$ cat config.mk
export PLATFORM = sky130hd
export DESIGN_NAME = grid_flood_fill_unit
export DESIGN_NICKNAME = d
export VERILOG_FILES = /design/src/hdl/gff_pkg.sv /design/src/hdl/grid_flood_fill_unit.sv
export SDC_FILE = /design/constraint.sdc
export NUM_CORES = 2
export LEC_CHECK = 0
export BUFFER_PORTS_ARGS = -buffer_cell sky130_fd_sc_hd__buf_4
export CORE_ASPECT_RATIO = 0.8
export CORE_MARGIN = 2
export CORE_UTILIZATION = 48
export CTS_BUF_LIST = sky130_fd_sc_hd__clkbuf_8
export CTS_CLUSTER_DIAMETER = 30
export DETAILED_ROUTE_END_ITERATION = 10
export GPL_TIMING_DRIVEN = 0
export PLACE_DENSITY = 0.68
export REMOVE_ABC_BUFFERS = 1
export SYNTH_ARGS = -nofsm -noshare
export SYNTH_HDL_FRONTEND = slang
export SYNTH_SLANG_ARGS = --single-unit
export TNS_END_PERCENT = 5
$ cat constraint.sdc
create_clock -name i_clk -period 7.15 [get_ports i_clk]
set_clock_uncertainty 0.2 [all_clocks]
set_input_delay 1.7875 -clock i_clk [delete_from_list [all_inputs] [get_ports i_clk]]
set_output_delay 1.7875 -clock i_clk [all_outputs]
set_load 0.005 [all_outputs]
$ cat src/hdl/gff_pkg.sv
// Package with the command codes, field widths and default sizes of the grid flood fill unit.
`timescale 1ns / 1ps

package gff_pkg;

    localparam int CMD_W   = 2;
    localparam int COORD_W = 4;
    localparam int IN_CLR_W  = 4;
    localparam int OUT_CLR_W = 4;

    // Widest color the grid may hold; it bounds the COLOR_BITS parameter.
    localparam int CLR_EXT_W = 8;

    localparam int DEF_GRID_ROWS    = 16;
    localparam int DEF_GRID_COLUMNS = 10;
    localparam int DEF_COLOR_BITS   = 4;

    typedef logic [CMD_W-1:0] t_cmd;

    localparam t_cmd CMD_WRITE = 2'd0;
    localparam t_cmd CMD_FILL  = 2'd1;
    localparam t_cmd CMD_READ  = 2'd2;

    typedef struct packed {
        logic [COORD_W-1:0] row;
        logic [COORD_W-1:0] col;
    } t_coord;

endpackage

$ cat src/hdl/grid_flood_fill_unit.sv
// Top level of the grid flood fill unit: grid memory, worklist memory and fill sequencer.
//
//   Channel  Direction  Handshake               Payload
//   in       request    i_in_valid/o_in_stall   i_command, i_row, i_column, i_new_color
//   out      result     o_out_valid/i_out_stall o_read_color, o_fill_applied
//
// A write, an unused command or a request outside the grid goes straight to its result.
// A read, or a fill whose start cell already holds the new color, first waits on the grid read.
// Any other fill visits the four neighbours of every recolored cell through the single read ports.
// Reset clears every cell to color zero at once through a valid bit per cell.
// A result that waits on i_out_stall holds the sequencer, but the next request is
// taken as soon as the previous one has moved its result into the output register.
`timescale 1ns / 1ps

module grid_flood_fill_unit #(
    parameter int GRID_ROWS    = gff_pkg::DEF_GRID_ROWS,
    parameter int GRID_COLUMNS = gff_pkg::DEF_GRID_COLUMNS,
    parameter int COLOR_BITS   = gff_pkg::DEF_COLOR_BITS
) (
    input  logic                          i_clk,
    input  logic                          i_rst_n,
    input  logic                          i_in_valid,
    output logic                          o_in_stall,
    input  logic [gff_pkg::CMD_W-1:0]     i_command,
    input  logic [gff_pkg::COORD_W-1:0]   i_row,
    input  logic [gff_pkg::COORD_W-1:0]   i_column,
    input  logic [gff_pkg::IN_CLR_W-1:0]  i_new_color,
    output logic                          o_out_valid,
    input  logic                          i_out_stall,
    output logic [gff_pkg::OUT_CLR_W-1:0] o_read_color,
    output logic                          o_fill_applied
);
    import gff_pkg::*;

    localparam int CELL_COUNT = GRID_ROWS * GRID_COLUMNS;
    localparam int ADDR_W     = (CELL_COUNT > 1) ? $clog2(CELL_COUNT) : 1;
    localparam int CNT_W      = $clog2(CELL_COUNT + 1);
    localparam int NB_W       = COORD_W + 1;

    localparam logic [2:0] S_IDLE   = 3'd0;
    localparam logic [2:0] S_RDWAIT = 3'd1;
    localparam logic [2:0] S_POP    = 3'd2;
    localparam logic [2:0] S_NEIGH  = 3'd3;
    localparam logic [2:0] S_DONE   = 3'd4;

    localparam logic [2:0] NB_LAST = 3'd4;

    logic [2:0]            r_state, n_state;
    t_cmd                  r_cmd, n_cmd;
    logic [COLOR_BITS-1:0] r_fg, n_fg;
    logic [COLOR_BITS-1:0] r_bg, n_bg;
    t_coord                r_start, n_start;
    t_coord                r_cur, n_cur;
    logic [CNT_W-1:0]      r_cnt, n_cnt;
    logic [2:0]            r_k, n_k;
    logic                  r_nb_ok, n_nb_ok;
    logic [ADDR_W-1:0]     r_nb_addr, n_nb_addr;
    t_coord                r_nb_rc, n_nb_rc;
    logic [OUT_CLR_W-1:0]  r_res_color, n_res_color;
    logic                  r_res_applied, n_res_applied;
    logic                  r_out_vld;
    logic [OUT_CLR_W-1:0]  r_out_color;
    logic                  r_out_applied;

    logic [COLOR_BITS-1:0] r_grid [CELL_COUNT];
    logic [CELL_COUNT-1:0] r_cell_vld;
    logic [COLOR_BITS-1:0] r_grid_q;
    logic                  r_vld_q;
    t_coord                r_stack [CELL_COUNT];
    t_coord                r_stk_q;

    logic                  grid_we;
    logic [ADDR_W-1:0]     grid_waddr;
    logic [ADDR_W-1:0]     grid_raddr;
    logic                  stk_we;
    logic [ADDR_W-1:0]     stk_waddr;
    t_coord                stk_wdata;
    logic [ADDR_W-1:0]     stk_raddr;

    logic                  in_accept;
    logic                  in_inside;
    logic [ADDR_W-1:0]     in_addr;
    logic [CLR_EXT_W-1:0]  in_color_ext;
    logic [COLOR_BITS-1:0] in_color;
    logic [COLOR_BITS-1:0] cell_q;
    logic [CLR_EXT_W-1:0]  cell_ext;
    logic                  out_free;
    t_coord                cur_rc;
    logic [NB_W-1:0]       nb_row;
    logic [NB_W-1:0]       nb_col;
    logic                  nb_ok;

    assign in_accept    = i_in_valid && !o_in_stall;
    assign in_inside    = (32'(i_row) < GRID_ROWS) && (32'(i_column) < GRID_COLUMNS);
    assign in_addr      = in_inside ? ADDR_W'(32'(i_row) * GRID_COLUMNS + 32'(i_column))
                                    : '0;
    assign in_color_ext = CLR_EXT_W'(i_new_color);
    assign in_color     = in_color_ext[COLOR_BITS-1:0];
    assign cell_q       = r_vld_q ? r_grid_q : '0;
    assign cell_ext     = CLR_EXT_W'(cell_q);
    assign out_free     = !r_out_vld || !i_out_stall;
    assign cur_rc       = (r_k == 3'd0) ? r_stk_q : r_cur;

    always_comb begin
        nb_row = NB_W'(cur_rc.row);
        nb_col = NB_W'(cur_rc.col);
        nb_ok  = 1'b0;
        unique case (r_k)
            3'd0: begin
                nb_row = NB_W'(cur_rc.row) - NB_W'(1);
                nb_ok  = (cur_rc.row != '0);
            end
            3'd1: begin
                nb_row = NB_W'(cur_rc.row) + NB_W'(1);
                nb_ok  = (32'(nb_row) < GRID_ROWS);
            end
            3'd2: begin
                nb_col = NB_W'(cur_rc.col) - NB_W'(1);
                nb_ok  = (cur_rc.col != '0);
            end
            3'd3: begin
                nb_col = NB_W'(cur_rc.col) + NB_W'(1);
                nb_ok  = (32'(nb_col) < GRID_COLUMNS);
            end
            default: begin
                nb_ok = 1'b0;
            end
        endcase
    end

    always_comb begin
        n_state       = r_state;
        n_cmd         = r_cmd;
        n_fg          = r_fg;
        n_bg          = r_bg;
        n_start       = r_start;
        n_cur         = r_cur;
        n_cnt         = r_cnt;
        n_k           = r_k;
        n_nb_ok       = r_nb_ok;
        n_nb_addr     = r_nb_addr;
        n_nb_rc       = r_nb_rc;
        n_res_color   = r_res_color;
        n_res_applied = r_res_applied;
        grid_we       = 1'b0;
        grid_waddr    = r_nb_addr;
        grid_raddr    = in_addr;
        stk_we        = 1'b0;
        stk_waddr     = r_cnt[ADDR_W-1:0];
        stk_wdata     = r_nb_rc;
        stk_raddr     = r_cnt[ADDR_W-1:0];

        unique case (r_state)
            S_IDLE: begin
                if (in_accept) begin
                    n_cmd         = i_command;
                    n_fg          = in_color;
                    n_start.row   = i_row;
                    n_start.col   = i_column;
                    n_nb_addr     = in_addr;
                    n_res_color   = '0;
                    n_res_applied = 1'b0;
                    if (i_command == CMD_WRITE) begin
                        grid_we    = in_inside;
                        grid_waddr = in_addr;
                        n_state    = S_DONE;
                    end else if ((i_command == CMD_READ || i_command == CMD_FILL)
                                 && in_inside) begin
                        n_state = S_RDWAIT;
                    end else begin
                        n_state = S_DONE;
                    end
                end
            end
            S_RDWAIT: begin
                if (r_cmd == CMD_READ) begin
                    n_res_color = cell_ext[OUT_CLR_W-1:0];
                    n_state     = S_DONE;
                end else if (cell_q == r_fg) begin
                    n_state = S_DONE;
                end else begin
                    n_bg       = cell_q;
                    grid_we    = 1'b1;
                    grid_waddr = r_nb_addr;
                    stk_we     = 1'b1;
                    stk_waddr  = '0;
                    stk_wdata  = r_start;
                    n_cnt      = CNT_W'(1);
                    n_state    = S_POP;
                end
            end
            S_POP: begin
                if (r_cnt == '0) begin
                    n_res_applied = 1'b1;
                    n_state       = S_DONE;
                end else begin
                    stk_raddr = ADDR_W'(r_cnt - CNT_W'(1));
                    n_cnt     = r_cnt - CNT_W'(1);
                    n_k       = 3'd0;
                    n_state   = S_NEIGH;
                end
            end
            S_NEIGH: begin
                n_cur      = cur_rc;
                n_nb_ok    = nb_ok;
                n_nb_rc    = '{row: nb_row[COORD_W-1:0], col: nb_col[COORD_W-1:0]};
                n_nb_addr  = nb_ok ? ADDR_W'(32'(nb_row) * GRID_COLUMNS + 32'(nb_col))
                                   : '0;
                grid_raddr = n_nb_addr;
                if (r_k != 3'd0 && r_nb_ok && cell_q == r_bg) begin
                    grid_we = 1'b1;
                    stk_we  = 1'b1;
                    n_cnt   = r_cnt + CNT_W'(1);
                end
                n_k = r_k + 3'd1;
                if (r_k == NB_LAST) begin
                    n_state = S_POP;
                end
            end
            S_DONE: begin
                if (out_free) begin
                    n_state = S_IDLE;
                end
            end
            default: begin
                n_state = S_IDLE;
            end
        endcase
    end

    always_ff @(posedge i_clk) begin
        if (!i_rst_n) begin
            r_state   <= S_IDLE;
            r_cnt     <= '0;
            r_k       <= '0;
            r_nb_ok   <= 1'b0;
            r_out_vld <= 1'b0;
        end else begin
            r_state <= n_state;
            r_cnt   <= n_cnt;
            r_k     <= n_k;
            r_nb_ok <= n_nb_ok;
            if (r_state == S_DONE && out_free) begin
                r_out_vld <= 1'b1;
            end else if (!i_out_stall) begin
                r_out_vld <= 1'b0;
            end
        end
    end

    always_ff @(posedge i_clk) begin
        r_cmd         <= n_cmd;
        r_fg          <= n_fg;
        r_bg          <= n_bg;
        r_start       <= n_start;
        r_cur         <= n_cur;
        r_nb_addr     <= n_nb_addr;
        r_nb_rc       <= n_nb_rc;
        r_res_color   <= n_res_color;
        r_res_applied <= n_res_applied;
        if (r_state == S_DONE && out_free) begin
            r_out_color   <= r_res_color;
            r_out_applied <= r_res_applied;
        end
    end

    always_ff @(posedge i_clk) begin
        if (grid_we) begin
            r_grid[grid_waddr] <= (r_state == S_IDLE) ? in_color : r_fg;
        end
        r_grid_q <= r_grid[grid_raddr];
    end

    always_ff @(posedge i_clk) begin
        if (!i_rst_n) begin
            r_cell_vld <= '0;
            r_vld_q    <= 1'b0;
        end else begin
            if (grid_we) begin
                r_cell_vld[grid_waddr] <= 1'b1;
            end
            r_vld_q <= r_cell_vld[grid_raddr];
        end
    end

    always_ff @(posedge i_clk) begin
        if (stk_we) begin
            r_stack[stk_waddr] <= stk_wdata;
        end
        r_stk_q <= r_stack[stk_raddr];
    end

    assign o_in_stall     = (r_state != S_IDLE);
    assign o_out_valid    = r_out_vld;
    assign o_read_color   = r_out_color;
    assign o_fill_applied = r_out_applied;

    a_cnt_bound: assert property (@(posedge i_clk) disable iff (!i_rst_n)
        32'(r_cnt) <= CELL_COUNT)
        else $error("Worklist count exceeds the cell count.");

    a_push_room: assert property (@(posedge i_clk) disable iff (!i_rst_n)
        stk_we |-> 32'(r_cnt) < CELL_COUNT)
        else $error("Worklist push while the list is full.");

    a_busy_after_accept: assert property (@(posedge i_clk) disable iff (!i_rst_n)
        in_accept |=> o_in_stall)
        else $error("Request accepted without the sequencer leaving idle.");

    a_result_exclusive: assert property (@(posedge i_clk) disable iff (!i_rst_n)
        (o_out_valid && o_fill_applied) |-> (o_read_color == '0))
        else $error("Fill result carries a read color.");

endmodule
# == Word level (Yosys, flattened, before mapping) ==
# Memories as Yosys holds them, arrays and structs flattened. A register that Yosys moved wholly into a read port is not among the register bits.
# Cells that the tools add are included.
# classes
add_sub_neg,9
multipliers,2
magnitude_cmp,6
n_eq_ne,23
mux,60
bitwise_logic,3
reduce_logical,32
# op_table
operator,n
$or 160x160->160,1
$mux 8,19
$mux 3,9
$pmux 8 s3,1
$pmux 5 s2,2
$lt 8x9->1 const B,2
$ne 2x2->1 const B,9
$mux 4,4
$pmux 8 s2,1
$mux 1,15
$pmux 3 s5,1
$eq 3x2->1 const B,4
$reduce_and 3->1,4
$add 4x1->5 const B,2
$sub 4x1->5 const B,2
$reduce_bool 3->1,3
$add 8x1->8 const B,1
$add 8x4->8,1
$add 8x5->8,1
$bmux 1 s8,1
$demux 1 s8,1
$eq 4x4->1,2
$ge 8x1->1 const B,1
$logic_not 8->1,1
27 further kinds,47
# word_totals
register_bits,229
mem_bits_rw,1920
input_bits,18
wordCells,158
n_memories,2
# memory_table
name,depth,word_bits,rd,rd_clocked_by_memory_dff,write_ports,line,text
r_stack,160,8,1,1,1,grid_flood_fill_unit.sv:69,t_coord r_stack [CELL_COUNT];
r_grid,160,4,1,1,1,grid_flood_fill_unit.sv:65,logic [COLOR_BITS-1:0] r_grid [CELL_COUNT];

# == Longest topological paths before layout ==
# logic_depth
ltp_word,11
ltp_mapped,30

# == Least setup slack after synthesis ==
# No wires, ideal clock.
# synth_path
path_kind,flip-flop to flip-flop
from,register r_k[1]
to,register r_vld_q
arrival_time_ps,5347
slack_ps,1478
path_stages_with_launch,28
period_less_slack_ps,5672
cell_sequence,dfxtp_1 inv_1 ha_1 buf_4 nor2b_1 buf_4 and2_1 a21oi_1 inv_1 ha_1 o21bai_1 a221o_1 a21boi_0 ha_1 ha_1 fa_1 o21a_1 o31a_1 a21o_1 a21oi_1 o22ai_1 xor2_1 a31oi_1 clkbuf_1 a221oi_1 nand3_1 a41oi_1 o41a_1
# synth_lines
item,line,text
start: declaration,grid_flood_fill_unit.sv:55,"logic [2:0] r_k, n_k;"
start signal: assignment,grid_flood_fill_unit.sv:241,r_k <= n_k;
end signal: assignment,grid_flood_fill_unit.sv:282,r_vld_q <= r_cell_vld[grid_raddr];
end: declaration,grid_flood_fill_unit.sv:68,logic r_vld_q;

==> impl_metrics.py <==
metrics = {
    "logic_synthesis": {
        "syn_area_per_cell_sq_um": 15.4,
        "yosysSeqAreaShare_pct": 71.8,
        "synthFlopType": "edfxtp_1",
        "yosys_warnings": 0,
        "async_flop_share_pct": 0,
        "synthDistinctLibCells": 90,
        "ys_seq_elements": 2161,
        "synth_edf_count": 1972,
        "synthCells": 5678,
        "synth_area_sq_um": 87700,
    },
    "layout": {
        "seq_area_sq_um": 63000,
        "fin_area_sq_um": 101000,
        "multi_input_area_sq_um": 23200,
        "fin_util_pct": 55.8,
        "drive_gt1_share_pct": 18.8,
        "filler_cell_count": 13800,
        "area.growth.synth_to_final_pct": 15.6,
        "nets": 5932,
    },
    "global_routing": {
        "grt_overflow": 0,
        "grt_pass1_vias": 51400,
        "antenna_found_initial": 12,
        "grt_pass1_wl_um": 337000,
        "grt_max_degree": 121,
        "grt.total_usage_pct": 24.4,
    },
    "clock_network": {
        "ctsHoldBuffers": 0,
        "cts_root_buffer": "clkbuf_8",
        "numCtsBuffers": 415,
        "clock_sinks": 2161,
        "clk_latency_ns": 1.05,
        "clk_path_buf_depth": 4,
        "cts_max_level": 5,
        "cts_tree": "yes",
        "clk_pin_slew_ns": 0.06,
    },
    "power_and_ir_drop": {
        "power_leakage_nw": 34.1,
        "p_total_mw": 28.8,
        "ir_worst_vdd_mv": 0.205,
        "powerDensity_nw_per_um2": 284,
    },
    "floorplan": {
        "ios": 25,
        "num_rows": 140,
        "fp.dieArea_sq_um": 186000,
        "die_h_um": 386,
        "die_x_um": 482,
        "core_area_sq_um": 182000,
        "start_util_pct": 48.2,
    },
    "detailed_routing": {
        "ant_nets": 0,
        "drt-wirelength-per-cell_um": 26.7,
        "dr.pass1.iters": 6,
        "vias_per_cell": 6.13,
        "routed_wl_um": 230000,
        "drc": 0,
        "vias": 52900,
        "drt-initial-drc-count": 6917,
    },
    "critical_path": {
        "critPathCaptureType": "register",
        "cp_max_fo": 37,
        "path_class": "register to register",
        "r2r-end": "r_vld_q$_SDFF_PN0_",
        "arrival_ns": 7.95,
        "r2r_start": "r_k[1]$_SDFFE_PN0P_",
        "rr_worst_depth": 24,
        "timing.critical_path.from_type": "register",
        "cp.required_ns": 7.94,
        "reg2reg_slack_ns": -0.008,
    },
    "hold_path": {
        "whs_path_depth": 0,
        "hp-start": "r_res_color[2]$_SDFFCE_PN0P_",
        "min_to": "o_read_color[2]$_DFFE_PP_",
        "hp-class": "register to register",
    },
    "placement": {
        "place.gp.congestion": 0.898,
        "place_area_sq_um": 92000,
        "buffer_ports.inserted": 24,
        "hpwl_um": 135000,
    },
    "sta": {
        "worstMarginPinSlew_ns": 1.52,
        "fin_crit_sh_pct": 100,
        "fin_hold_ws_ns": 0.225,
        "fin_crit_ns": 7.16,
        "setup_viol": 1,
        "slew-limit-headroom_pct": -1.64,
        "setup_tns_ns": -0.00812,
        "rsz0062_at_grt": "yes",
        "setup_slack_ns": -0.00812,
        "hold_violations": 0,
        "max_freq_ghz": 0.140,
        "slew_violations": 21,
    },
    "run": {
        "maxCapViolations": 2,
    },
    "outcome": {
        "status": "finished, violations left",
        "violations": "max-capacitance violations, max-slew violations, negative setup slack",
    },
}
==> cell type report <==
type                       instances  share of cell area [%]
tap                             2414                    2.98
clock buffer                     442                    6.00
timing repair inverter             1                 0.00864
inverter                          41                   0.189
clock inverter                   305                    2.77
antenna                           11                  0.0271
sequential                      2161                    62.1
multi-input combinational       3110                    22.9
timing repair buffer             150                    3.00
==> where the power goes <==
part	total, mW	internal, mW	switching (mW)
Sequential	13.9	13.9	0.0285
Clock	13.0	7.64	5.32
Combinational	1.98	0.639	1.35
Total	28.8	22.1	6.69
==> flip-flops by register name, indices dropped and copies added (netlist names), 8 cells and up <==
register / flops
r_stk_q: 8
r_cell_vld: 160
r_cur: 8
r_stack: 1280
r_start: 8
r_grid: 640
r_nb_addr: 8
r_nb_rc: 8
r_cnt: 8
==> per-layer routing <==
metal	GRT usage (%)	share of wire [%]	wire length, um	vias to the layer above
li1	-	-	-	22500
met1	34.6	40	92800	26800
met2	36.0	45	103000	3007
met3	6.92	11	26400	543
met4	9.46	3.4	7860	2
met5	0	0.0056	13	-
==> Yosys cell counts (85+ instances only) <==
| cell | n | share of area, % |
|---|---|---|
| a211oi_1 | 89 | 0.76 |
| nand3_1 | 238 | 1.4 |
| mux4_2 | 320 | 8.2 |
| nor2_1 | 382 | 1.6 |
| nand2_1 | 991 | 4.2 |
| edfxtp_1 | 1972 | 68 |
| o21a_1 | 166 | 1.4 |
| mux2i_1 | 104 | 1.2 |
| a311oi_1 | 120 | 1.2 |
| a31oi_1 | 85 | 0.61 |
| buf_2 | 116 | 0.66 |
| clkbuf_1 | 155 | 0.66 |
| dfxtp_1 | 189 | 4.3 |
==> what timing repair did <==
action	CTS	global route
cloned	6	0
pin swaps	4	1
endpoints found under the setup margin	5	5
resized for setup	16	17
setup buffers	13	0
==> cell usage in the layout (no fill, tap or decap), types with 82 or more instances in the layout <==
cell	count
a211oi_1	89
a311oi_1	120
a31oi_1	82
clkbuf_8	442
dfxtp_1	188
edfxtp_1	1972
inv_1	119
mux2i_1	103
mux4_2	320
nand2_1	984
nand3_1	235
nor2_1	378
o21a_1	164
==> worst max-delay path by stage <==
| stage | from | endpoint | cells after the start |
|---|---|---|---|
| detailed placement | r_k[1]$_SDFFE_PN0P_ | r_grid_q[2]$_DFF_P_ | 26 |
| CTS | r_k[2]$_SDFFE_PN0P_ | r_vld_q$_SDFF_PN0_ | 25 |
| global route | r_k[1]$_SDFFE_PN0P_ | r_vld_q$_SDFF_PN0_ | 27 |
| global placement | r_cnt[0]$_SDFFE_PN0P_ | r_stk_q[4]$_DFF_P_ | 12 |
| floorplan | r_cnt[0]$_SDFFE_PN0P_ | r_stk_q[0]$_DFF_P_ | 12 |
| finish | r_k[1]$_SDFFE_PN0P_ | r_vld_q$_SDFF_PN0_ | 24 |
==> cell families (layout without fill, tap and decap cells) <==
kind of cell               Yosys count  after routing  synth area share [%]
DFF                               2161           2161                  71.8
and+or+nand+nor                   1887           1889                  9.39
AOI/OAI and AO/OA                  725            725                  6.19
muxes                              442            442                  9.65
buffers and inverters              409            939                  2.21
adders and majority gates           34             34                 0.519
xor gates and xnor gates            20             20                 0.208
other                                0             11                     0
==> worst max-delay path, cell delays in order (launching register included) <==
cell and delay (ns):
dfxtp_1 0.47, inv_1 0.20, ha_4 0.25, nor2b_4 0.17, and2_1 0.19, a21oi_1 0.25, inv_1 0.10, ha_1 0.27
o21bai_1 0.18, a221o_1 0.32, a21boi_0 0.19, ha_1 0.35, ha_1 0.29, ha_1 0.36, xor2_1 0.20, a32oi_1 0.20
o21a_2 0.43, inv_2 0.10, buf_12 0.20, a21oi_1 0.53, nand2_1 0.49, a221oi_2 0.51, nand3_1 0.24, a41oi_1 0.27
o41a_1 0.16
==> stage by stage <==
step                instances  setup WS, ns
floorplan                5310        -13.17
global placement         7748        -22.23
detailed placement       7855         -1.97
CTS                      8621       0.00242
global route             8635        -0.137
finish                   8635      -0.00812
Power figures use the tool's default switching activity.
